<file path="src/rtl/fpr_pkg.sv">
package fpr_pkg;

  // Result kinds as they appear on the output tuser.
  typedef enum logic [1:0] {
    KIND_FRAME    = 2'd0,
    KIND_OVERSIZE = 2'd1,
    KIND_MISMATCH = 2'd2,
    KIND_TIMEOUT  = 2'd3
  } kind_e;

  // Configuration register indexes.
  typedef enum logic [1:0] {
    REG_SYNC    = 2'd0,
    REG_OWN     = 2'd1,
    REG_BCAST   = 2'd2,
    REG_TIMEOUT = 2'd3
  } cfg_reg_e;

  // Field widths.
  localparam int unsigned BYTE_W   = 8;
  localparam int unsigned LEN_W    = 6;
  localparam int unsigned IDX_W    = 5;
  localparam int unsigned CHECK_W  = 16;
  localparam int unsigned TICK_W   = 16;
  localparam int unsigned CFG_IDX_W  = 2;
  localparam int unsigned CFG_DATA_W = 16;

  // Internal frame length holds up to the largest payload limit (64).
  localparam int unsigned FLEN_W   = 7;
  // Payload store address wide enough for the largest payload limit.
  localparam int unsigned STORE_AW = 6;

  localparam logic [LEN_W-1:0]  LEN_SAT  = 6'h3F;
  localparam logic [TICK_W-1:0] TICK_MAX = 16'hFFFF;

  // Output tdata width: 59 field bits padded to whole bytes.
  localparam int unsigned OUT_DATA_W = 64;

  // One job handed from the parser to the result generator.
  typedef struct packed {
    kind_e                kind;
    logic [BYTE_W-1:0]    sender;
    logic [BYTE_W-1:0]    target;
    logic [BYTE_W-1:0]    command;
    logic [LEN_W-1:0]     length;
    logic [CHECK_W-1:0]   check;
    logic                 drain;      // one result per stored payload byte
    logic [FLEN_W-1:0]    drain_len;
  } job_t;

  // Payload store write port.
  typedef struct packed {
    logic                 en;
    logic [STORE_AW-1:0]  addr;
    logic [BYTE_W-1:0]    data;
  } store_wr_t;

  // One result item.
  typedef struct packed {
    kind_e                kind;
    logic [BYTE_W-1:0]    sender;
    logic [BYTE_W-1:0]    target;
    logic [BYTE_W-1:0]    command;
    logic [LEN_W-1:0]     length;
    logic [IDX_W-1:0]     byte_index;
    logic [BYTE_W-1:0]    payload_byte;
    logic [CHECK_W-1:0]   check_word;
    logic                 last;
  } out_item_t;

endpackage

</file>
<file path="src/rtl/fpr_front.sv">
module fpr_front #(
  parameter int unsigned MAX_PAYLOAD = 32
) (
  input  logic                               clk_i,
  input  logic                               rst_ni,
  // Configuration writes.
  input  logic                               cfg_valid_i,
  input  logic [fpr_pkg::CFG_IDX_W-1:0]      cfg_index_i,
  input  logic [fpr_pkg::CFG_DATA_W-1:0]     cfg_data_i,
  // Incoming items.
  input  logic                               in_valid_i,
  input  logic                               in_op_i,
  input  logic [fpr_pkg::BYTE_W-1:0]         in_byte_i,
  output logic                               in_ready_o,
  // Job queue push side.
  input  logic                               q_full_i,
  output logic                               push_o,
  output fpr_pkg::job_t                      push_job_o,
  // Payload store writes and drain completion.
  output fpr_pkg::store_wr_t                 wr_o,
  input  logic                               drain_done_i
);

  typedef enum logic [3:0] {
    PH_HUNT, PH_SENDER, PH_TARGET, PH_CMD, PH_LEN, PH_DATA, PH_CHK_HI, PH_CHK_LO
  } phase_e;

  phase_e                          phase_q, phase_d;
  logic [fpr_pkg::BYTE_W-1:0]      sync_q, own_q, bcast_q;
  logic [fpr_pkg::TICK_W-1:0]      timeout_q;
  logic [fpr_pkg::BYTE_W-1:0]      sender_q, sender_d;
  logic [fpr_pkg::BYTE_W-1:0]      target_q, target_d;
  logic [fpr_pkg::BYTE_W-1:0]      command_q, command_d;
  logic [fpr_pkg::FLEN_W-1:0]      flen_q, flen_d;
  logic [fpr_pkg::FLEN_W-1:0]      rcvd_q, rcvd_d;
  logic [fpr_pkg::BYTE_W-1:0]      chk_hi_q, chk_hi_d;
  logic [fpr_pkg::TICK_W-1:0]      elapsed_q, elapsed_d;
  logic                            busy_q, busy_d;

  logic                            accept;
  logic [fpr_pkg::TICK_W-1:0]      elapsed_inc;
  logic [fpr_pkg::FLEN_W-1:0]      rcvd_inc;
  logic                            oversize;
  logic                            addr_match;

  // Stall while a payload byte is due and the store still drains the previous frame, or the queue is full.
  assign in_ready_o = !q_full_i && !((phase_q == PH_DATA) && busy_q);
  assign accept     = in_valid_i && in_ready_o;

  assign elapsed_inc = (elapsed_q == fpr_pkg::TICK_MAX) ? elapsed_q : elapsed_q + 1'b1;
  assign rcvd_inc    = rcvd_q + 1'b1;
  assign oversize    = {1'b0, in_byte_i} > 9'(MAX_PAYLOAD);
  assign addr_match  = (target_q == own_q) || (target_q == bcast_q);

  // Payload bytes go to the store at the running byte count.
  always_comb begin
    wr_o.en   = accept && !in_op_i && (phase_q == PH_DATA);
    wr_o.addr = rcvd_q[fpr_pkg::STORE_AW-1:0];
    wr_o.data = in_byte_i;
  end

  // Frame parser and job classification.
  always_comb begin
    phase_d    = phase_q;
    sender_d   = sender_q;
    target_d   = target_q;
    command_d  = command_q;
    flen_d     = flen_q;
    rcvd_d     = rcvd_q;
    chk_hi_d   = chk_hi_q;
    elapsed_d  = elapsed_q;
    push_o     = 1'b0;
    push_job_o.kind      = fpr_pkg::KIND_FRAME;
    push_job_o.sender    = sender_q;
    push_job_o.target    = target_q;
    push_job_o.command   = command_q;
    push_job_o.length    = flen_q[fpr_pkg::LEN_W-1:0];
    push_job_o.check     = '0;
    push_job_o.drain     = 1'b0;
    push_job_o.drain_len = flen_q;

    if (accept) begin
      if (in_op_i) begin
        // Time tick: only counts while a frame is open.
        if (phase_q != PH_HUNT) begin
          elapsed_d = elapsed_inc;
          if (elapsed_inc > timeout_q) begin
            push_o          = 1'b1;
            push_job_o.kind = fpr_pkg::KIND_TIMEOUT;
            phase_d         = PH_HUNT;
          end
        end
      end else begin
        unique case (phase_q)
          PH_HUNT: begin
            if (in_byte_i == sync_q) begin
              sender_d  = '0;
              target_d  = '0;
              command_d = '0;
              flen_d    = '0;
              rcvd_d    = '0;
              chk_hi_d  = '0;
              elapsed_d = '0;
              phase_d   = PH_SENDER;
            end
          end
          PH_SENDER: begin
            sender_d = in_byte_i;
            phase_d  = PH_TARGET;
          end
          PH_TARGET: begin
            target_d = in_byte_i;
            phase_d  = PH_CMD;
          end
          PH_CMD: begin
            command_d = in_byte_i;
            phase_d   = PH_LEN;
          end
          PH_LEN: begin
            if (oversize) begin
              push_o            = 1'b1;
              push_job_o.kind   = fpr_pkg::KIND_OVERSIZE;
              push_job_o.length = (in_byte_i > fpr_pkg::BYTE_W'(fpr_pkg::LEN_SAT)) ?
                                  fpr_pkg::LEN_SAT : in_byte_i[fpr_pkg::LEN_W-1:0];
              phase_d           = PH_HUNT;
            end else begin
              flen_d  = in_byte_i[fpr_pkg::FLEN_W-1:0];
              rcvd_d  = '0;
              phase_d = (in_byte_i == '0) ? PH_CHK_HI : PH_DATA;
            end
          end
          PH_DATA: begin
            rcvd_d = rcvd_inc;
            if (rcvd_inc >= flen_q) begin
              phase_d = PH_CHK_HI;
            end
          end
          PH_CHK_HI: begin
            chk_hi_d = in_byte_i;
            phase_d  = PH_CHK_LO;
          end
          PH_CHK_LO: begin
            push_o           = 1'b1;
            push_job_o.check = {chk_hi_q, in_byte_i};
            phase_d          = PH_HUNT;
            if (!addr_match) begin
              push_job_o.kind = fpr_pkg::KIND_MISMATCH;
            end else if (flen_q != '0) begin
              push_job_o.drain = 1'b1;
            end
          end
          default: phase_d = PH_HUNT;
        endcase
      end
    end

    // The store is owned by a drain job from its push until its last read.
    busy_d = (busy_q && !drain_done_i) || (push_o && push_job_o.drain);
  end

  // State, frame fields and configuration registers.
  always_ff @(posedge clk_i or negedge rst_ni) begin
    if (!rst_ni) begin
      phase_q   <= PH_HUNT;
      sender_q  <= '0;
      target_q  <= '0;
      command_q <= '0;
      flen_q    <= '0;
      rcvd_q    <= '0;
      chk_hi_q  <= '0;
      elapsed_q <= '0;
      busy_q    <= 1'b0;
      sync_q    <= 8'd85;
      own_q     <= 8'd1;
      bcast_q   <= 8'd255;
      timeout_q <= 16'd1000;
    end else begin
      phase_q   <= phase_d;
      sender_q  <= sender_d;
      target_q  <= target_d;
      command_q <= command_d;
      flen_q    <= flen_d;
      rcvd_q    <= rcvd_d;
      chk_hi_q  <= chk_hi_d;
      elapsed_q <= elapsed_d;
      busy_q    <= busy_d;
      if (cfg_valid_i) begin
        unique case (fpr_pkg::cfg_reg_e'(cfg_index_i))
          fpr_pkg::REG_SYNC:    sync_q    <= cfg_data_i[fpr_pkg::BYTE_W-1:0];
          fpr_pkg::REG_OWN:     own_q     <= cfg_data_i[fpr_pkg::BYTE_W-1:0];
          fpr_pkg::REG_BCAST:   bcast_q   <= cfg_data_i[fpr_pkg::BYTE_W-1:0];
          fpr_pkg::REG_TIMEOUT: timeout_q <= cfg_data_i[fpr_pkg::TICK_W-1:0];
          default: ;
        endcase
      end
    end
  end

endmodule

</file>
<file path="src/rtl/fpr_job_fifo.sv">
module fpr_job_fifo (
  input  logic           clk_i,
  input  logic           rst_ni,
  input  logic           push_i,
  input  fpr_pkg::job_t  push_job_i,
  output logic           full_o,
  input  logic           pop_i,
  output logic           valid_o,
  output fpr_pkg::job_t  pop_job_o
);

  // Two-entry queue of jobs between the parser and the result generator.
  fpr_pkg::job_t  slot_q [2];
  logic           wptr_q, rptr_q;
  logic [1:0]     count_q;
  logic           do_push, do_pop;

  assign full_o    = (count_q == 2'd2);
  assign valid_o   = (count_q != 2'd0);
  assign pop_job_o = slot_q[rptr_q];
  assign do_push   = push_i && !full_o;
  assign do_pop    = pop_i && valid_o;

  // Pointers and fill count.
  always_ff @(posedge clk_i or negedge rst_ni) begin
    if (!rst_ni) begin
      wptr_q  <= 1'b0;
      rptr_q  <= 1'b0;
      count_q <= '0;
    end else begin
      if (do_push) begin
        wptr_q <= !wptr_q;
      end
      if (do_pop) begin
        rptr_q <= !rptr_q;
      end
      count_q <= count_q + {1'b0, do_push} - {1'b0, do_pop};
    end
  end

  // Job storage.
  always_ff @(posedge clk_i) begin
    if (do_push) begin
      slot_q[wptr_q] <= push_job_i;
    end
  end

endmodule

</file>
<file path="src/rtl/fpr_back.sv">
module fpr_back #(
  parameter int unsigned MAX_PAYLOAD = 32
) (
  input  logic                 clk_i,
  input  logic                 rst_ni,
  // Job queue pop side.
  input  logic                 q_valid_i,
  input  fpr_pkg::job_t        q_job_i,
  output logic                 pop_o,
  // Payload store writes from the parser.
  input  fpr_pkg::store_wr_t   wr_i,
  output logic                 drain_done_o,
  // Result items.
  output logic                 out_valid_o,
  input  logic                 out_ready_i,
  output fpr_pkg::out_item_t   out_item_o
);

  localparam int unsigned AW = (MAX_PAYLOAD > 1) ? $clog2(MAX_PAYLOAD) : 1;

  logic [fpr_pkg::BYTE_W-1:0]  store_q [MAX_PAYLOAD];

  logic                        valid_q, valid_d;
  logic                        active_q, active_d;
  logic [fpr_pkg::FLEN_W-1:0]  idx_q;
  fpr_pkg::job_t               cur_job_q;

  // Output register contents.
  fpr_pkg::job_t               o_job_q;
  logic [fpr_pkg::IDX_W-1:0]   o_idx_q;
  logic                        o_last_q;
  logic                        o_pay_q;
  logic [fpr_pkg::BYTE_W-1:0]  rd_data_q;

  logic                        out_free;
  logic                        load;
  logic                        is_drain;
  logic                        item_last;
  fpr_pkg::job_t               job;
  logic [fpr_pkg::FLEN_W-1:0]  idx;
  logic [fpr_pkg::FLEN_W-1:0]  idx_inc;

  // Pick the next item: continue a drain, else start the next job.
  always_comb begin
    out_free  = !valid_q || out_ready_i;
    pop_o     = out_free && !active_q && q_valid_i;
    load      = (out_free && active_q) || pop_o;
    job       = active_q ? cur_job_q : q_job_i;
    idx       = active_q ? idx_q : '0;
    idx_inc   = idx + 1'b1;
    is_drain  = active_q || q_job_i.drain;
    item_last = is_drain ? (idx_inc == job.drain_len) : 1'b1;

    drain_done_o = load && is_drain && item_last;
    active_d     = active_q;
    valid_d      = valid_q;
    if (load) begin
      active_d = is_drain && !item_last;
      valid_d  = 1'b1;
    end else if (out_free) begin
      valid_d = 1'b0;
    end
  end

  // Control state.
  always_ff @(posedge clk_i or negedge rst_ni) begin
    if (!rst_ni) begin
      valid_q  <= 1'b0;
      active_q <= 1'b0;
    end else begin
      valid_q  <= valid_d;
      active_q <= active_d;
    end
  end

  // Payload store, drain position and output register contents.
  always_ff @(posedge clk_i) begin
    if (wr_i.en) begin
      store_q[wr_i.addr[AW-1:0]] <= wr_i.data;
    end
    if (pop_o) begin
      cur_job_q <= q_job_i;
    end
    if (load) begin
      idx_q    <= idx_inc;
      o_job_q  <= job;
      o_idx_q  <= is_drain ? idx[fpr_pkg::IDX_W-1:0] : '0;
      o_last_q <= item_last;
      o_pay_q  <= is_drain;
      if (is_drain) begin
        rd_data_q <= store_q[idx[AW-1:0]];
      end
    end
  end

  assign out_valid_o = valid_q;

  // Result fields; the payload byte reads as zero outside a drain.
  always_comb begin
    out_item_o.kind         = o_job_q.kind;
    out_item_o.sender       = o_job_q.sender;
    out_item_o.target       = o_job_q.target;
    out_item_o.command      = o_job_q.command;
    out_item_o.length       = o_job_q.length;
    out_item_o.byte_index   = o_idx_q;
    out_item_o.payload_byte = o_pay_q ? rd_data_q : '0;
    out_item_o.check_word   = o_job_q.check;
    out_item_o.last         = o_last_q;
  end

endmodule

</file>
<file path="src/rtl/framed_packet_receiver.sv">
// Channel   | Direction | Handshake                   | Payload
// ----------+-----------+-----------------------------+----------------------------------
// s_axis    | in        | s_axis_tvalid/s_axis_tready | tdata: rx_byte; tuser: op
// m_axis    | out       | m_axis_tvalid/m_axis_tready | tdata: frame fields; tuser: kind;
//           |           |                             | tlast: last
// cfg       | in        | cfg_valid_i/cfg_ready_o     | cfg_index_i, cfg_data_i
//
// The parser takes one item per cycle; results leave at one per cycle while m_axis_tready
// is high. A matching frame with N > 0 payload bytes yields N results from the payload
// store; other jobs yield one. Input stalls while the store is still draining and a new
// payload byte is due, or while the two-entry job queue is full. Reset clears parser and
// output state; the payload store has no reset and needs no clearing pass.
module framed_packet_receiver #(
  parameter int unsigned MAX_PAYLOAD = 32
) (
  input  logic                                clk_i,
  input  logic                                rst_ni,
  // Input stream.
  input  logic                                s_axis_tvalid,
  output logic                                s_axis_tready,
  input  logic [7:0]                          s_axis_tdata,  // [7:0] rx_byte
  input  logic                                s_axis_tuser,  // [0] op
  // Result stream.
  output logic                                m_axis_tvalid,
  input  logic                                m_axis_tready,
  // [7:0] sender, [15:8] target, [23:16] command, [29:24] length,
  // [34:30] byte_index, [42:35] payload_byte, [58:43] check_word, [63:59] zero
  output logic [fpr_pkg::OUT_DATA_W-1:0]      m_axis_tdata,
  output logic [1:0]                          m_axis_tuser,  // [1:0] kind
  output logic                                m_axis_tlast,
  // Configuration writes.
  input  logic                                cfg_valid_i,
  output logic                                cfg_ready_o,
  input  logic [fpr_pkg::CFG_IDX_W-1:0]       cfg_index_i,
  input  logic [fpr_pkg::CFG_DATA_W-1:0]      cfg_data_i
);

  logic                 q_full, q_push, q_valid, q_pop;
  fpr_pkg::job_t        push_job, pop_job;
  fpr_pkg::store_wr_t   store_wr;
  logic                 drain_done;
  fpr_pkg::out_item_t   item;

  assign cfg_ready_o = 1'b1;

  fpr_front #(
    .MAX_PAYLOAD (MAX_PAYLOAD)
  ) u_front (
    .clk_i        (clk_i),
    .rst_ni       (rst_ni),
    .cfg_valid_i  (cfg_valid_i),
    .cfg_index_i  (cfg_index_i),
    .cfg_data_i   (cfg_data_i),
    .in_valid_i   (s_axis_tvalid),
    .in_op_i      (s_axis_tuser),
    .in_byte_i    (s_axis_tdata),
    .in_ready_o   (s_axis_tready),
    .q_full_i     (q_full),
    .push_o       (q_push),
    .push_job_o   (push_job),
    .wr_o         (store_wr),
    .drain_done_i (drain_done)
  );

  fpr_job_fifo u_fifo (
    .clk_i      (clk_i),
    .rst_ni     (rst_ni),
    .push_i     (q_push),
    .push_job_i (push_job),
    .full_o     (q_full),
    .pop_i      (q_pop),
    .valid_o    (q_valid),
    .pop_job_o  (pop_job)
  );

  fpr_back #(
    .MAX_PAYLOAD (MAX_PAYLOAD)
  ) u_back (
    .clk_i        (clk_i),
    .rst_ni       (rst_ni),
    .q_valid_i    (q_valid),
    .q_job_i      (pop_job),
    .pop_o        (q_pop),
    .wr_i         (store_wr),
    .drain_done_o (drain_done),
    .out_valid_o  (m_axis_tvalid),
    .out_ready_i  (m_axis_tready),
    .out_item_o   (item)
  );

  // Pack the result fields onto the stream.
  assign m_axis_tdata = {5'b0, item.check_word, item.payload_byte, item.byte_index,
                         item.length, item.command, item.target, item.sender};
  assign m_axis_tuser = item.kind;
  assign m_axis_tlast = item.last;

endmodule

</file>
<file path="config.mk">
export PLATFORM = sky130hd
export DESIGN_NAME = framed_packet_receiver
export DESIGN_NICKNAME = d
export VERILOG_FILES = /design/src/rtl/fpr_pkg.sv /design/src/rtl/fpr_front.sv /design/src/rtl/fpr_job_fifo.sv /design/src/rtl/fpr_back.sv /design/src/rtl/framed_packet_receiver.sv
export SDC_FILE = /design/constraint.sdc
export NUM_CORES = 1
export LEC_CHECK = 0
export ABC_CLOCK_PERIOD_IN_PS = 19500
export BUFFER_PORTS_ARGS = -buffer_cell sky130_fd_sc_hd__buf_4
export CAP_MARGIN = 5
export CORE_ASPECT_RATIO = 1.1
export CORE_MARGIN = 2
export CORE_UTILIZATION = 50
export DETAILED_ROUTE_END_ITERATION = 10
export PLACE_DENSITY = 0.67
export SYNTH_ARGS = -nofsm -noshare
export SYNTH_HDL_FRONTEND = slang
export SYNTH_HIERARCHICAL = 1
export SYNTH_SLANG_ARGS = --single-unit
</file>
<file path="constraint.sdc">
create_clock -name clk_i -period 19.5 [get_ports clk_i]
set_input_delay 5.85 -clock clk_i [delete_from_list [all_inputs] [get_ports clk_i]]
set_output_delay 5.85 -clock clk_i [all_outputs]
set_load 0.02 [all_outputs]
</file>
# [Word-level counts from Yosys, hierarchy flattened]
# Memory sizes are Yosys's and may differ from the RTL's. A register that Yosys moved wholly into a read port is not among the register bits.
# Index checks and enable logic that the tools add are counted.
[word_totals] reg_bits=231 ramBits=368 output_inout_bits=70 mem_count=2
[classes] add_sub_neg=5 magnitude_cmp=4 eq_ne=22 n_mux=54 bitwise=1 n_reduce_logical=57
[memory_table] name="u_back.store_q" words=32 word_bits=8 rd=1 rd_ports_with_merged_regs=1 write_ports=1 line_no="fpr_back.sv:21" text="logic [fpr_pkg::BYTE_W-1:0] store_q [MAX_PAYLOAD];"
[memory_table] name="u_fifo.slot_q" words=2 word_bits=56 rd=1 rd_ports_with_merged_regs=0 write_ports=1 line_no="fpr_job_fifo.sv:13" text="fpr_pkg::job_t slot_q [2];"
[op_table] op="$mux 16" n=5
[op_table] op="$pmux 8 s2" n=4
[op_table] op="$mux 56" n=1
[op_table] op="$mux 23" n=2
[op_table] op="$mux 7" n=4
[op_table] op="$pmux 4 s7" n=1
[op_table] op="$eq 8x8->1" n=3
[op_table] op="$mux 4" n=6
[op_table] op="$pmux 7 s3" n=1
[op_table] op="$reduce_and 4->1" n=5
[op_table] op="$mux 6" n=3
[op_table] op="$reduce_bool 2->1" n=9
[op_table] op="$mux 17" n=1
[op_table] op="$add 16x1->16 const B" n=1
[op_table] op="$eq 16x16->1 const B" n=1
[op_table] op="$eq 4x3->1 const B" n=4
[op_table] op="$gt 16x16->1" n=1
[op_table] op="$gt 8x6->1 const B" n=2
[op_table] op="$mux 8" n=2
[op_table] op="$logic_and 1x1->1" n=15
[op_table] op="$mux 1" n=15
[op_table] op="$reduce_and 5->1" n=3
[op_table] op="$add 7x1->7 const B" n=2
[op_table] op="$pmux 7 s2" n=1
[op_table] op="other kinds (25)" n=51

# [Longest topological paths before layout]
[logic_depth] ltp_word=10 ltp_mapped=20

# [Hierarchy]
# The synthesis kept the hierarchy.
[by_module_without_submodules] mod="fpr_back" instances=1 cells_per_inst=780 area_per_inst_um2=14989.4 seq_area_each_um2=11491.0
[by_module_without_submodules] mod="fpr_front" instances=1 cells_per_inst=623 area_per_inst_um2=6322.3 seq_area_each_um2=2676.3
[by_module_without_submodules] mod="fpr_job_fifo" instances=1 cells_per_inst=192 area_per_inst_um2=4361.7 seq_area_each_um2=3463.3
[by_module_without_submodules] mod="framed_packet_receiver" instances=1 cells_per_inst=8 area_per_inst_um2=52.6 seq_area_each_um2=0.0

# [Least setup slack after synthesis]
# Ideal clock, no wire load.
[synth_path] path_type="input -> register" from="in m_axis_tready" to="reg u_fifo.count_q[1]" t_arrival_ns=11.168 path_slack_ns=8.252 stages=8 cell_sequence="nor2b_1 -> nor3b_1 -> and2_1 -> ha_1 -> inv_1 -> ha_1 -> xnor2_1 -> xnor2_1"
[synth_between] elab_chain_len=5
[synth_lines] item="start, declared" line_no="framed_packet_receiver.sv:25" text="input logic m_axis_tready,"
[synth_lines] item="$logic_or 1x1->1" line_no="fpr_back.sv:45" text="out_free = !valid_q || out_ready_i;"
[synth_lines] item="$logic_and 1x1->1 (2 in a row)" line_no="fpr_back.sv:46" text="pop_o = out_free && !active_q && q_valid_i;"
[synth_lines] item="net q_pop" line_no="framed_packet_receiver.sv:38" text="logic q_full, q_push, q_valid, q_pop;"
[synth_lines] item="$logic_and 1x1->1" line_no="fpr_job_fifo.sv:22" text="assign do_pop = pop_i && valid_o;"
[synth_lines] item="net u_fifo.do_pop" line_no="fpr_job_fifo.sv:16" text="logic do_push, do_pop;"
[synth_lines] item="$sub 2x1->2" line_no="fpr_job_fifo.sv:37" text="count_q <= count_q + {1'b0, do_push} - {1'b0, do_pop};"
[synth_lines] item="end signal, assigned" line_no="fpr_job_fifo.sv:37"
[synth_lines] item="end, declared" line_no="fpr_job_fifo.sv:15" text="logic [1:0] count_q;"
# The timed path passes the listed nets, and every way through them passes these cells.
# A chain may end at the register's enable or synchronous reset.

==> impl_metrics.toml <==
[status]
outcome = "completed"

[global_routing]
use_met2 = 0.323
met3_usage = 0.0445
grt_max_degree = 72
grt_pass1_wl_um = 83100
grt_pass1_vias = 13900
grt.busiest_layer = "met2"
track_usage = 0.206
grt_antenna_before_repair = 0
grt_remaining_overflow = 0
grt.met1_usage = 0.288

[sta]
fmax_mhz = 121
rsz0062_at_grt = "false"
slew_headroom = 0.234
layout_min_cycle_time_ns = 8.25
worst_pin_slew_ns = 1.15
skew_ns = 0.0288
finalCritPeriodShare = 0.423
whs_ns = 0.467
finalSetupTns_ns = 0
drv_slew = 0
finalSetupViolations = 0
finalHoldViolCount = 0

[drt]
drc = 0
viasPerCell = 5.77
first_pass_iters = 7
first_iter_violations = 1181
routed_wirelength_um = 53700
drt-wirelength-per-cell_um = 22.5
num_vias = 13800
drtAntennaViolNets = 0

[clock_tree]
htreeDepth = 2
cts_buffer_depth = 3
cts_root_buffer = "clkbuf_16"
holdBufCountCts = 0
cts_setup_buffers = 0
insertion_delay_ns = 0.62
cts_tree = "built"
clkSlewWorstSetupHoldPaths_ns = 0.06
cts_sinks = 605
cts_buffers = 58
ctsResizeCount = 0

[layout]
drive_gt1_frac = 0.267
area_growth_pct = 11.2
nets = 1736
final_common_cell = "edfxtp_1"
final_cell_mix = "493 x edfxtp_1, 123 x mux2_2, 105 x buf_4, 91 x dfrtp_1, 74 x nor2_1"
nFillCells = 3961
final_util = 0.560
instances_no_fill = 2390

[critical_path]
timing.rr.start = "u_front/elapsed_q[4]"
end_kind = "flop"
path_class = "in -> reg"
cp-startpoint = "s_axis_tvalid"
crit_buf_inv = 2
crit_chain = "buf_4 -> inv_1 -> a311o_1 -> nor3_2 -> nand3b_1 -> nor2_1"
cpPeakStageDelay_ns = 0.83
cpLargestDelayFamily = "simple AND/OR/NAND/NOR gates"
cp.required_ns = 19.72
path_max_fanout = 11
cp-start-kind = "input port"
cpMaxStageDelayCell = "nor2_1"
critical_path_arrival_ns = 8.47

[die]
dieArea_sq_um = 53300
pin_count = 102
die_x_um = 220
fp-row-count = 87
fp.coreArea_sq_um = 51100
initial_core_util = 0.504
die_y_um = 242

[placement]
dp_cells = 2283
gp_congestion = 0.859
hpwl_um = 33900
port_buffers = 95

[synth]
synthCells = 1602
syn_area_sq_um = 25700
yosysWarnings = 6
avgSynthCellArea_sq_um = 16.1

[worst_hold_path]
hp-class = "reg -> reg"
min_from = "u_front/sender_q[3]"

[power_and_ir_drop]
power_density_nw_per_um2 = 140
vdd_drop_max_uv = 111
p_leak_uw = 0.0101

[run]
max-cap-violations = 0
==> power breakdown <==
group | switching, uW | total, uW | internal, uW
Combinational | 662 | 1130 | 471
Sequential | 114 | 1780 | 1660
Clock | 474 | 1090 | 612
==> state kept, by name, summed over array words and instances, names as in the netlist, 2 cells and up <==
name,count
u_back/store_q,256
u_front/elapsed_q,16
u_front/sync_q,8
u_front/chk_hi_q,8
u_front/rcvd_q,7
u_front/own_q,8
u_front/timeout_q,16
u_back/out_item_o,48
u_front/phase_q,3
u_back/idx_q,7
u_front/flen_q,7
u_back/o_idx_q,5
u_back/rd_data_q,8
u_front/target_q,8
u_fifo/slot_q,112
u_fifo/count_q,2
u_back/cur_job_q,55
u_front/sender_q,8
u_front/bcast_q,8
u_front/command_q,8
==> per-layer routing <==
layer / up-vias / wire [um]
met3: 83 / 3430
met5: - / 0
met2: 406 / 25800
met1: 6976 / 23100
li1: 6315 / -
met4: 0 / 1380
==> layout make-up <==
class | count | area (sq um) | area share
diodes | 1 | 2.50 | 0.0000875
clock inverters | 42 | 367 | 0.0128
multi-input cells | 849 | 7290 | 0.255
well taps | 667 | 835 | 0.0292
flip-flops and latches | 605 | 17600 | 0.616
repair buffers | 105 | 788 | 0.0276
inverters | 57 | 221 | 0.00774
clock buffers | 64 | 1470 | 0.0515
==> final timing paths <==
kind	to	slack [ns]	cells past startpoint
hold / removal	u_fifo/slot_q[1][49]	0.47	0
setup / recovery	u_back/store_q[13][0]	11.25	6
setup reg to reg	u_fifo/slot_q[0][51]	14.09	14
hold reg to reg	u_fifo/slot_q[1][49]	0.47	0
min in group asynchronous	u_front/elapsed_q[0]	5.27	1
max in group asynchronous	u_back/active_q	12.82	2
==> metrics by stage <==
stage | total power, uW | area, sq um | worst slack [ns]
after floorplan | 2620 | 25700 | 8.25
after global placement | 2910 | 26800 | 10.79
after detailed placement | 2940 | 26800 | 10.67
after CTS | 4030 | 28600 | 11.28
after global routing | 4190 | 28600 | 11.15
final | 4000 | 28600 | 11.25
(Power assumes the default switching activity.)
